--- src/rtl/cmf_pkg.sv ---
package cmf_pkg;

    // Widths fixed by the item formats
    localparam int DATA_W  = 16;
    localparam int SUM_W   = 36;
    localparam int INDEX_W = 5;
    localparam int TAPS    = 9;
    localparam int KIDX_W  = 4;

    // Item kinds carried in the mode field
    localparam logic MODE_LOAD  = 1'b0;
    localparam logic MODE_PIXEL = 1'b1;

    // Classified item handed from the front to the back
    typedef struct packed {
        logic                     is_pixel;
        logic                     is_first;
        logic                     is_last;
        logic                     in_pool;
        logic [INDEX_W-1:0]       base_idx;
        logic                     last_block;
        logic [7:0]               pool_col;
        logic [TAPS*DATA_W-1:0]   window;
    } cmf_item_t;

endpackage

--- src/rtl/cmf_front.sv ---
module cmf_front #(
    parameter int IMAGE_SIZE = 11,
    parameter int POOL_OUT   = 3
) (
    input  logic                 aclk,
    input  logic                 aresetn,
    input  logic                 in_valid,
    input  logic                 in_mode,
    input  logic signed [15:0]   in_pixel,
    input  logic                 out_ready,
    output logic                 out_valid,
    output cmf_pkg::cmf_item_t   out_item
);

    localparam int POS_W   = $clog2(IMAGE_SIZE);
    localparam int PC_W    = (POOL_OUT > 1) ? $clog2(POOL_OUT) : 1;
    localparam int INDEX_W = cmf_pkg::INDEX_W;

    logic [POS_W-1:0] row_reg, col_reg;
    // Sub-block counters track position modulo three inside the pool grid
    logic [1:0]       ysub_reg, xsub_reg;
    logic [PC_W:0]    py_reg, pxc_reg;
    logic [15:0]      line0 [IMAGE_SIZE];
    logic [15:0]      line1 [IMAGE_SIZE];
    logic [15:0]      win_reg [9];
    logic             fire;
    logic [15:0]      above2, above1;

    assign fire   = in_valid && in_mode == cmf_pkg::MODE_PIXEL;
    assign above2 = line0[col_reg];
    assign above1 = line1[col_reg];

    // Line buffers and window
    always_ff @(posedge aclk) begin
        if (!aresetn) begin
            for (int i = 0; i < 9; i++) win_reg[i] <= '0;
            for (int i = 0; i < IMAGE_SIZE; i++) begin
                line0[i] <= '0;
                line1[i] <= '0;
            end
        end else if (fire) begin
            line0[col_reg] <= above1;
            line1[col_reg] <= in_pixel;
            for (int m = 0; m < 3; m++) begin
                win_reg[m*3]   <= win_reg[m*3+1];
                win_reg[m*3+1] <= win_reg[m*3+2];
            end
            win_reg[2] <= above2;
            win_reg[5] <= above1;
            win_reg[8] <= in_pixel;
        end
    end

    // Position counters
    always_ff @(posedge aclk) begin
        if (!aresetn) begin
            row_reg  <= '0;
            col_reg  <= '0;
            ysub_reg <= '0;
            xsub_reg <= '0;
            py_reg   <= '0;
            pxc_reg  <= '0;
        end else if (fire) begin
            if (32'(col_reg) == IMAGE_SIZE - 1) begin
                col_reg  <= '0;
                xsub_reg <= '0;
                pxc_reg  <= '0;
                if (32'(row_reg) == IMAGE_SIZE - 1) begin
                    row_reg  <= '0;
                    ysub_reg <= '0;
                    py_reg   <= '0;
                end else begin
                    row_reg <= row_reg + 1'b1;
                    if (row_reg >= POS_W'(2)) begin
                        if (ysub_reg == 2'd2) begin
                            ysub_reg <= '0;
                            if (32'(py_reg) < POOL_OUT) py_reg <= py_reg + 1'b1;
                        end else begin
                            ysub_reg <= ysub_reg + 1'b1;
                        end
                    end
                end
            end else begin
                col_reg <= col_reg + 1'b1;
                if (col_reg >= POS_W'(2)) begin
                    if (xsub_reg == 2'd2) begin
                        xsub_reg <= '0;
                        if (32'(pxc_reg) < POOL_OUT) pxc_reg <= pxc_reg + 1'b1;
                    end else begin
                        xsub_reg <= xsub_reg + 1'b1;
                    end
                end
            end
        end
    end

    // Classified item register; holds while the queue is full
    always_ff @(posedge aclk) begin
        if (!aresetn) begin
            out_valid <= 1'b0;
        end else if (out_ready || !out_valid) begin
            out_valid <= in_valid;
            if (in_valid) begin
                out_item.is_pixel <= fire;
                out_item.in_pool  <= row_reg >= POS_W'(2) && col_reg >= POS_W'(2)
                                     && 32'(py_reg) < POOL_OUT && 32'(pxc_reg) < POOL_OUT;
                out_item.is_first <= ysub_reg == 2'd0 && xsub_reg == 2'd0;
                out_item.is_last  <= ysub_reg == 2'd2 && xsub_reg == 2'd2;
                out_item.base_idx <= INDEX_W'(32'(py_reg) * POOL_OUT + 32'(pxc_reg));
                out_item.last_block <= 32'(py_reg) == POOL_OUT - 1
                                       && 32'(pxc_reg) == POOL_OUT - 1;
                out_item.pool_col <= 8'(pxc_reg);
                for (int k = 0; k < 9; k++) begin
                    if (k % 3 == 2)
                        out_item.window[k*16 +: 16] <= (k == 2) ? above2 :
                                                       (k == 5) ? above1 : in_pixel;
                    else
                        out_item.window[k*16 +: 16] <= win_reg[k+1];
                end
            end
        end
    end

endmodule

--- config.mk ---
export PLATFORM = sky130hd
export DESIGN_NAME = cmf_front
export DESIGN_NICKNAME = d
export VERILOG_FILES = /design/src/rtl/cmf_pkg.sv /design/src/rtl/cmf_front.sv
export SDC_FILE = /design/constraint.sdc
export NUM_CORES = 1
export LEC_CHECK = 0
export BUFFER_PORTS_ARGS = -buffer_cell sky130_fd_sc_hd__buf_2
export CAP_MARGIN = 10
export CORE_ASPECT_RATIO = 1.1
export CORE_MARGIN = 2
export CORE_UTILIZATION = 45
export CTS_CLUSTER_SIZE = 12
export DETAILED_ROUTE_END_ITERATION = 7
export GPL_TIMING_DRIVEN = 0
export PLACE_DENSITY = 0.65
export SYNTH_ARGS = -nofsm -noshare
export SYNTH_HDL_FRONTEND = slang
export SYNTH_SLANG_ARGS = --single-unit
--- constraint.sdc ---
create_clock -name aclk -period 7.5 [get_ports aclk]
set_input_delay 0.375 -clock aclk [delete_from_list [all_inputs] [get_ports aclk]]
set_output_delay 0.375 -clock aclk [all_outputs]
set_load 0.02 [all_outputs]
Yosys cells after proc, flatten, opt, wreduce, memory -nomap -nowiden
Memories as Yosys holds them, arrays and structs flattened. A register that Yosys moved wholly into a read port is not among the register bits.
Cells that the tools add are included.
{"block": "word_totals", "ff_bits": 176, "ram_bits": 496, "input_bits": 21, "output_inout_bits": 163, "word_cells": 109, "memories": 3}
{"block": "op_classes", "n_addsub": 7, "n_mul": 1, "n_lt_le_gt_ge": 4, "eq_ne": 6, "mux": 39, "n_bitwise": 9, "n_reduce_logical": 25}
{"memory": "line0", "depth": 11, "word_bits": 16, "read_ports": 1, "rd_ports_with_merged_regs": 1, "wr": 11, "line": "cmf_front.sv:23", "text": "logic [15:0] line0 [IMAGE_SIZE];"}
{"memory": "line1", "depth": 11, "word_bits": 16, "read_ports": 1, "rd_ports_with_merged_regs": 1, "wr": 11, "line": "cmf_front.sv:24", "text": "logic [15:0] line1 [IMAGE_SIZE];"}
{"memory": "win_reg", "depth": 9, "word_bits": 16, "read_ports": 6, "rd_ports_with_merged_regs": 0, "wr": 9, "line": "cmf_front.sv:25", "text": "logic [15:0] win_reg [9];"}
{"cell": "2-to-1 mux 16 bit", "count": 11}
{"cell": "2-to-1 mux 4 bit", "count": 8}
{"cell": "OR reduction 16 bit", "count": 2}
{"cell": "2-to-1 mux 3 bit", "count": 8}
{"cell": "2-to-1 mux 2 bit", "count": 6}
{"cell": "nonzero test 2 bit", "count": 6}
{"cell": "bitwise OR 1 bit", "count": 9}
{"cell": "adder 4 x 1 -> 4 bit (second input constant)", "count": 2}
{"cell": "== test 4 bit (second input constant)", "count": 2}
{"cell": ">= comparator 4 x 2 -> 1 bit (second input constant)", "count": 2}
{"cell": "logical AND 1 bit", "count": 7}
{"cell": "adder 3 x 1 -> 3 bit (second input constant)", "count": 2}
{"cell": "== test 3 x 2 -> 1 bit (second input constant)", "count": 2}
{"cell": "less-than comparator 3 x 2 -> 1 bit (second input constant)", "count": 2}
{"cell": "2-to-1 mux 1 bit", "count": 6}
{"cell": "AND reduction 3 bit", "count": 2}
{"cell": "adder 5 x 3 -> 5 bit", "count": 1}
{"cell": "multiplier 3 x 2 -> 5 bit (second input constant)", "count": 1}
{"cell": "AND reduction 5 bit", "count": 1}
{"cell": "adder 2 x 1 -> 2 bit (second input constant)", "count": 2}
{"cell": "== test 2 bit (second input constant)", "count": 2}
{"cell": "zero test 2 bit", "count": 2}
{"cell": "AND reduction 2 bit", "count": 2}
{"cell": "AND reduction 4 bit", "count": 1}
{"cell": "2 further kinds", "count": 2}

Longest topological paths before layout
Gate-level depths: netlist of the first run.
{"block": "depth", "depth_word": 6, "depth_mapped": 8, "mapped_depth_nobuf": 7}

Worst setup path after synthesis of the first run
Ideal clock, no wire load.
{"block": "synth_path", "path_type": "input to register", "from": "input aresetn", "to": "register out_item[0] (netlist name)", "setup_time_ns": 0.537, "arrival_ns": 4.599, "required_time_ns": 6.963, "slack_ns": 2.364, "path_stages": 3, "n_path_buf": 2, "path_cell_list": "clkbuf_1 clkbuf_1 and3_1"}
{"block": "synth_via", "elab_chain_cells": 1}
{"item": "from (decl)", "line": "cmf_front.sv:6", "text": "input logic aresetn,"}
{"item": "AND reduction 3 bit (no source line)"}
No other way between the ends.
A chain may end at the register's enable or synchronous reset.

==> out/metrics.csv, run 1 <==
stage,metric,value,unit
placement,place_hpwl,56200,µm
power,combPwrFrac,6.0,%
routing,drt_iter0_markers,2035,
grt,grt_pass1_vias,18649,
power,power_frac_clock,41.0,%
routing,vias,18361,
clock_tree,h-tree-depth,3,
job,cap_viol_max_count,0,
clock_tree,post-cts-setup-buffer-count,0,
clock_tree,clock_latency,0.63,ns
routing,antenna_left,0,
floorplan,io_pins,184,
worst_hold_path,hold_depth,1,
timing,fin_ws,3.99,ns
timing,setup_violations,0,
timing,tightest_slew,1.10,ns
clock_tree,clk_pin_slew,0.06,ns
worst_setup_path,cp-start-kind,primary input,
grt,grt_overflow_total,0,
floorplan,rows,101,
timing,finalCritPeriodShare,46.8,%
worst_setup_path,required,7.82,ns
timing,setup_tns,0,ns
power,p_per_area,260,nW/µm²
final_layout,final_common_cell,edfxtp_1,
grt,grt_pass1_wl,120000,µm
final_layout,mostFrequentLayoutCells,"733 x edfxtp_1, 268 x nor2_1, 222 x buf_2",
placement,place_area,33700,µm²
floorplan,die_w,254,µm
synthesis,syn_area,31000,µm²
grt,use_met2,38.9,%
synthesis,synth.avg_cell_area,15.9,µm²
clock_tree,cts_tree,yes,
placement,dp_slack,3.44,ns
power,ir_drop,0.000172,V
worst_setup_path,crit_chain,clkbuf_1 > nand3_1 > nor3_2 > nand2_1 > clkbuf_1 > nand2_2 > buf_16,
worst_setup_path,slowest_stage,nor3_2,
timing,worst_clock_skew,0.0236,ns
grt,grt_usage,23.2,%
timing,whs,0.0342,ns
timing,max_slew_margin,26.6,%
final_layout,final_cell_area,36200,µm²
worst_setup_path,r2r_end,line1[2][6],
final_layout,top_regs,"line0 (256), line1 (256), out_item (157)",
routing,vias_per_cell,5.66,
worst_setup_path,r2r_cells,7,
run_status,failed_checks,DRC,
clock_tree,numCtsBuffers,81,
worst_setup_path,cp_slowest_stage_delay,0.81,ns
worst_setup_path,crit_path_max_fanout,17,
run_status,status,finished with violations,
worst_hold_path,hp-start,in_pixel[4],
routing,drt-total-wl,81400,µm
power,seqPwrFrac,53.0,%
worst_setup_path,end_kind,register,
floorplan,die_area,71100,µm²
synthesis,synth_edf_count,733,
clock_tree,clock_path_buffers,3,
grt,grt-busiest-layer,met2,
synthesis,ys_ff_latch,788,
timing,min_period,3.51,ns
worst_hold_path,hold_path.class,primary input to register,
grt,antenna_found_initial,2,
timing,slew_viol_final,0,
placement,io_buffers,176,
power,p_int,7.33,mW
floorplan,fp.dieH,279,µm
placement,place_congestion,0.888,
worst_setup_path,path_class,primary input to register,
power,sw_frac_of_total,22.2,%
timing,rsz0062_at_grt,false,
worst_hold_path,hold_end,out_item[132],
routing,wl_per_cell,25.1,µm
worst_setup_path,arrival,3.83,ns
worst_setup_path,regToRegStartpoint,col_reg[1],
power,power_switching,2.10,mW
synthesis,synthArstFlopShare,0,%
routing,dr.pass1.iters,8,
final_layout,syn_to_final_growth,16.7,%
timing,fmax,285,MHz
worst_setup_path,cpMostUsedCell,clkbuf_1,
clock_tree,holdBufCountCts,0,
synthesis,syn-instance-count,1951,
timing,finalHoldViolCount,0,
clock_tree,cts_resized,0,
synthesis,yosysWarnings,0,
grt,globalRouteMet3Util,4.68,%
floorplan,start_util,45.2,%
grt,gr-usage-met1,29.8,%
final_layout,nets,2281,
clock_tree,cts-root-buf,clkbuf_16,
synthesis,yosysSeqAreaShare,74.5,%
synthesis,synth_flop_cell,edfxtp_1,
clock_tree,cts.sinks,788,
synthesis,ys_types,50,
routing,drc,1,
final_layout,drive_gt1_share,20.6,%
worst_setup_path,rrSetupSlack,4.01,ns
power,static-leakage-power,13.3,nW
grt,grt_max_degree,71,
floorplan,core,68600,µm²
cells by family after synthesis:
kind of cell | share of synthesized area [%]
AO/OA/AOI/OAI | 3.84
XOR/XNOR | 0.0847
adder cells (fa/ha/maj) | 0.556
buffers and inverters | 3.08
flip-flops | 74.5
multiplexers | 9.71
other | 0.0121
AND/OR/NAND/NOR | 8.27
per-layer routing:
metal | routed length [µm] | up-vias
met5 | 13 | -
met4 | 2760 | 2
met3 | 7330 | 181
met2 | 40400 | 966
met1 | 31000 | 9287
li1 | - | 7925
cell usage after synthesis (2+ instances only):
master / instances / area, µm²
edfxtp_1: 733 / 22000
nor2_1: 270 / 1010
mux2i_1: 146 / 1460
nand2_1: 89 / 334
a21oi_1: 75 / 375
mux4_2: 69 / 1550
and3_1: 67 / 419
and2_1: 65 / 407
clkbuf_1: 65 / 244
inv_1: 63 / 236
dfxtp_1: 55 / 1100
buf_2: 46 / 230
a211oi_1: 32 / 240
a222oi_1: 27 / 270
buf_4: 17 / 128
a22oi_1: 16 / 120
o21ai_0: 12 / 60.1
ha_1: 9 / 113
nand2b_1: 9 / 56.3
nor2b_1: 9 / 56.3
nand3_1: 8 / 40.0
buf_6: 6 / 67.6
nor3_1: 6 / 30.0
a221oi_1: 5 / 43.8
nor4_1: 4 / 25.0
nor4bb_1: 4 / 40.0
or3_1: 4 / 25.0
or4_1: 4 / 30.0
a21o_1: 3 / 22.5
a31oi_1: 3 / 18.8
fa_1: 3 / 60.1
inv_2: 3 / 11.3
buf_1: 2 / 7.51
buf_8: 2 / 30.0
nand4_1: 2 / 12.5
nor3_2: 2 / 20.0
nor3b_1: 2 / 15.0
xor2_1: 2 / 17.5
worst max path at each step:
stage,startpoint,to,slack [ns],cells past startpoint
finish,aresetn,line1[1][8],3.99,7
global route,aresetn,line1[1][7],3.95,7
CTS,aresetn,line1[1][7],4.08,7
global placement,aresetn,line0[11][14],-1.72,4
floorplan,aresetn,out_item[0],2.36,3
detailed placement,aresetn,line1[1][10],3.44,7
stage by stage:
stage	total power, mW	util (%)	std cells
2_1_floorplan	5.41	-	1955
3_3_place_gp	5.63	48.2	3058
4_1_cts	9.47	52.8	3240
5_1_grt	9.69	52.8	3241
3_5_place_dp	5.65	49.1	3092
6_report	9.42	52.8	3242
critical path, delay by kind of cell:
| kind | cells | cell delay (ns) |
|---|---|---|
| buffers and inverters | 3 | 0.95 |
| and+or+nand+nor | 4 | 2.46 |
area by class of cell:
class                           instances  area, µm²
Antenna cell                            2       5.00
Buffer                                138        707
Clock buffer                          131       2330
Clock inverter                         17        183
Fill cell                            5568      32400
Inverter                               66        248
Multi-Input combinational cell        963       7070
Sequential cell                       788      23100
Tap cell                              927       1160
Timing Repair Buffer                  210       1420
power by group through the flow:
| stage | Sequential, mW | Combinational [mW] | Clock [mW] |
|---|---|---|---|
| after floorplan | 5.14 | 0.273 | 0 |
| after global placement | 5.10 | 0.529 | 0 |
| after detailed placement | 5.09 | 0.562 | 0 |
| after CTS | 5.00 | 0.564 | 3.91 |
| after global routing | 5.01 | 0.598 | 4.09 |
| final | 5.00 | 0.566 | 3.86 |
(Power assumes the default switching activity.)
==> inputs of run 2 (changes only) <==
--- a/config.mk
+++ b/config.mk
@@ -5,6 +5,7 @@
 export SDC_FILE = /design/constraint.sdc
 export NUM_CORES = 1
 export LEC_CHECK = 0
+export ABC_AREA = 1
 export BUFFER_PORTS_ARGS = -buffer_cell sky130_fd_sc_hd__buf_2
 export CAP_MARGIN = 10
 export CORE_ASPECT_RATIO = 1.1
@@ -13,7 +14,7 @@
 export CTS_CLUSTER_SIZE = 12
 export DETAILED_ROUTE_END_ITERATION = 7
 export GPL_TIMING_DRIVEN = 0
-export PLACE_DENSITY = 0.65
+export PLACE_DENSITY = 0.67
 export SYNTH_ARGS = -nofsm -noshare
 export SYNTH_HDL_FRONTEND = slang
 export SYNTH_SLANG_ARGS = --single-unit
==> constraint.sdc (replaced) <==
create_clock -name aclk -period 3.18 [get_ports aclk]
set_input_delay 0.159 -clock aclk [delete_from_list [all_inputs] [get_ports aclk]]
set_output_delay 0.159 -clock aclk [all_outputs]
set_load 0.02 [all_outputs]
==> out/metrics.csv, run 2 <==
stage,metric,value,unit,change
routing,drc,0,,was 1
routing,drt_iter0_markers,3106,,was 2035
worst_setup_path,slowest_stage,nand2_1,,was nor3_2
clock_tree,cts-root-buf,clkbuf_16,,unchanged
synthesis,synth_top_area_share,68.0,%,was 70.9%
placement,place_congestion,0.927,,was 0.888
synthesis,synthTopCellsByArea,"edfxtp_1 68%, nor2_1 6.2%, nand2_1 6.1%",,"was edfxtp_1 71%, mux4_2 5.0%, mux2i_1 4.7%"
worst_hold_path,hold_path.class,primary input to register,,unchanged
routing,wl_per_cell,22.7,µm,was 25.1 µm
worst_setup_path,path_class,register to register,,was primary input to register
synthesis,ys_ff_latch,788,,unchanged
final_layout,final_common_cell,edfxtp_1,,unchanged
grt,grt_pass1_vias,22008,,was 18649
final_layout,seq_area,23100,µm²,unchanged
routing,vias_per_cell,5.39,,was 5.66
timing,slew_viol_final,0,,unchanged
power,ir_drop,0.000362,V,was 0.000172 V
grt,grt_max_degree,67,,was 71
floorplan,core,71500,µm²,was 68600 µm²
grt,grt_overflow_total,0,,unchanged
synthesis,syn_area,32400,µm²,was 31000 µm²
synthesis,synth.most_common_cell,edfxtp_1,,unchanged
final_layout,drive_gt1_share,12.0,%,was 20.6%
worst_setup_path,crit_chain,buf_2 > buf_2 > buf_2 > nand2_1 > nand3_1 > nand3_1 > nand3_1 > nand2_1 > nand2_1 > inv_1,,was clkbuf_1 > nand3_1 > nor3_2 > nand2_1 > clkbuf_1 > nand2_2 > buf_16
synthesis,synth_common_cells,"733 x edfxtp_1, 532 x nor2_1, 524 x nand2_1",,"was 733 x edfxtp_1, 270 x nor2_1, 146 x mux2i_1"
timing,finalHoldViolCount,0,,unchanged
timing,finalCritPeriodShare,98.6,%,
worst_setup_path,end_kind,register,,unchanged
grt,grt_usage,26.0,%,was 23.2%
floorplan,die_w,260,µm,was 254 µm
routing,drt-total-wl,96900,µm,was 81400 µm
synthesis,synth.avg_cell_area,10.9,µm²,was 15.9 µm²
synthesis,yosys.area.top_type,edfxtp_1,,unchanged
synthesis,synth_edf_count,733,,unchanged
placement,io_buffers,177,,was 176
power,p_per_area,602,nW/µm²,was 260 nW/µm²
job,cap_viol_max_count,0,,unchanged
clock_tree,clock_latency,0.66,ns,was 0.63 ns
synthesis,yosysWarnings,0,,unchanged
final_layout,top_regs,"line0 (256), line1 (256), out_item (157)",,unchanged
floorplan,fp.dieH,285,µm,was 279 µm
final_layout,nets,3297,,was 2281
timing,worst_clock_skew,0.0577,ns,was 0.0236 ns
timing,max_slew_margin,30.7,%,was 26.6%
worst_setup_path,required,3.53,ns,was 7.82 ns
timing,fmax,319,MHz,
routing,vias,23031,,was 18361
routing,antenna_left,0,,unchanged
worst_setup_path,cp-start-kind,register,,was primary input
clock_tree,clock_path_buffers,3,,unchanged
placement,dp_slack,-0.0161,ns,was 3.44 ns
floorplan,io_pins,184,,unchanged
clock_tree,numCtsBuffers,81,,unchanged
worst_setup_path,arrival,3.48,ns,was 3.83 ns
clock_tree,h-tree-depth,3,,unchanged
placement,place_hpwl,65000,µm,was 56200 µm
power,static-leakage-power,15.1,nW,was 13.3 nW
timing,fin_ws,0.0451,ns,was 3.99 ns
timing,tightest_slew,1.04,ns,was 1.10 ns
worst_setup_path,crit_path_max_fanout,10,,was 17
synthesis,syn-instance-count,2966,,was 1951
final_layout,mostFrequentLayoutCells,"733 x edfxtp_1, 527 x nor2_1, 514 x nand2_1",,"was 733 x edfxtp_1, 268 x nor2_1, 222 x buf_2"
grt,grt_pass1_wl,140000,µm,was 120000 µm
synthesis,ys_types,32,,was 50
final_layout,fillers,6183,,was 5568
floorplan,rows,103,,was 101
clock_tree,cts.sinks,788,,unchanged
synthesis,yosysSeqAreaShare,71.4,%,was 74.5%
floorplan,start_util,45.3,%,was 45.2%
timing,setup_violations,0,,unchanged
synthesis,synthArstFlopShare,0,%,unchanged
final_layout,syn_to_final_growth,16.1,%,was 16.7%
routing,dr.pass1.iters,6,,was 8
timing,min_period,3.13,ns,
final_layout,diodes,0,,was 2
floorplan,die_area,74100,µm²,was 71100 µm²
final_layout,multiInputGateArea,7070,µm²,about the same
clock_tree,clk_pin_slew,0.06,ns,about the same
timing,rsz0062_at_grt,false,,unchanged
synthesis,synth_flop_cell,edfxtp_1,,unchanged
worst_setup_path,cp_slowest_stage_delay,0.51,ns,was 0.81 ns
final_layout,utilization,52.6,%,was 52.8%
run_status,status,finished clean,,was finished with violations
grt,antenna_found_initial,2,,unchanged
clock_tree,cts_tree,yes,,unchanged
run 2: cell count changes after synthesis, moves of 33 or more:
cell      previous run  this run
and2_1              65         0
and3_1              67         1
inv_1               63       404
mux2i_1            146         0
mux4_2              69         0
nand2_1             89       524
nand3_1              8       315
nor2_1             270       532
o211ai_1             0        33
o21ai_0             12       115
run 2: cell families after synthesis:
group	Yosys count	share of synthesized area, %
flip-flops	788	71.4
adder cells (fa/ha/maj)	12	0.533
other	1	0.0116
AO/OA/AOI/OAI	205	3.46
AND/OR/NAND/NOR	1389	17.5
XOR/XNOR	1	0.0270
buffers and inverters	570	7.11
run 2: final cells by class:
type | count | share of cell area, %
inverter | 411 | 4.11
buffer | 158 | 2.00
clock buffer | 125 | 5.93
timing repair buffer | 212 | 3.86
tap | 945 | 3.14
sequential | 788 | 61.4
clock inverter | 21 | 0.695
multi-input combinational | 1612 | 18.8
run 2: report_power, final:
group          leakage, nW  switching [mW]  internal [mW]  total [mW]
clock network         1.19            4.08           4.98        9.07
logic                 6.11            1.35          0.410        1.76
registers             7.77           0.107           11.7        11.8
run 2: repair_timing:
item	CTS	global route
setup endpoints to repair	0	22
setup buffers	0	0
endpoints found under the hold margin	46	0
hold buffers	19	0
resized for setup	0	2
run 2: path summary, 6_finish.rpt:
path	cells after the start	startpoint	slack, ns	endpoint
worst max-delay path	10	register	0.05	line0[11][11]
worst max register to register	10	register	0.05	line0[11][11]
worst min register to register	0	win_reg[1][3]	0.41	out_item[3]
worst min-delay path	3	in_mode	0.22	out_item[161]
run 2: per-layer routing:
layer	up-vias	share of wire [%]	track usage [%]	wire length (µm)
met5	-	0.011	0	11
met4	2	6.4	15.7	6210
met3	322	10	5.15	9950
met2	1344	47	42.2	45800
met1	10991	36	32.2	35000
li1	10372	-	-	-
run 2: through the flow:
step / setup TNS (ns) / hold WS (ns) / power, mW / std cells / instance area [µm²]
floorplan: 0 / 0.258 / 13.0 / 2970 / 32400
global route: 0 / 0.238 / 23.2 / 4272 / 37600
CTS: 0 / 0.165 / 22.7 / 4273 / 37600
global placement: -826.80 / 0.370 / 13.7 / 4092 / 34500
finish: 0 / 0.219 / 22.6 / 4272 / 37600
detailed placement: -0.0961 / 0.372 / 13.7 / 4108 / 34900
run 2: critical path: cells and delay by family, from the launching register on:
kind | cells | cell delay, ns
and+or+nand+nor | 6 | 1.36
buffers and inverters | 4 | 1.19
DFF | 1 | 0.30
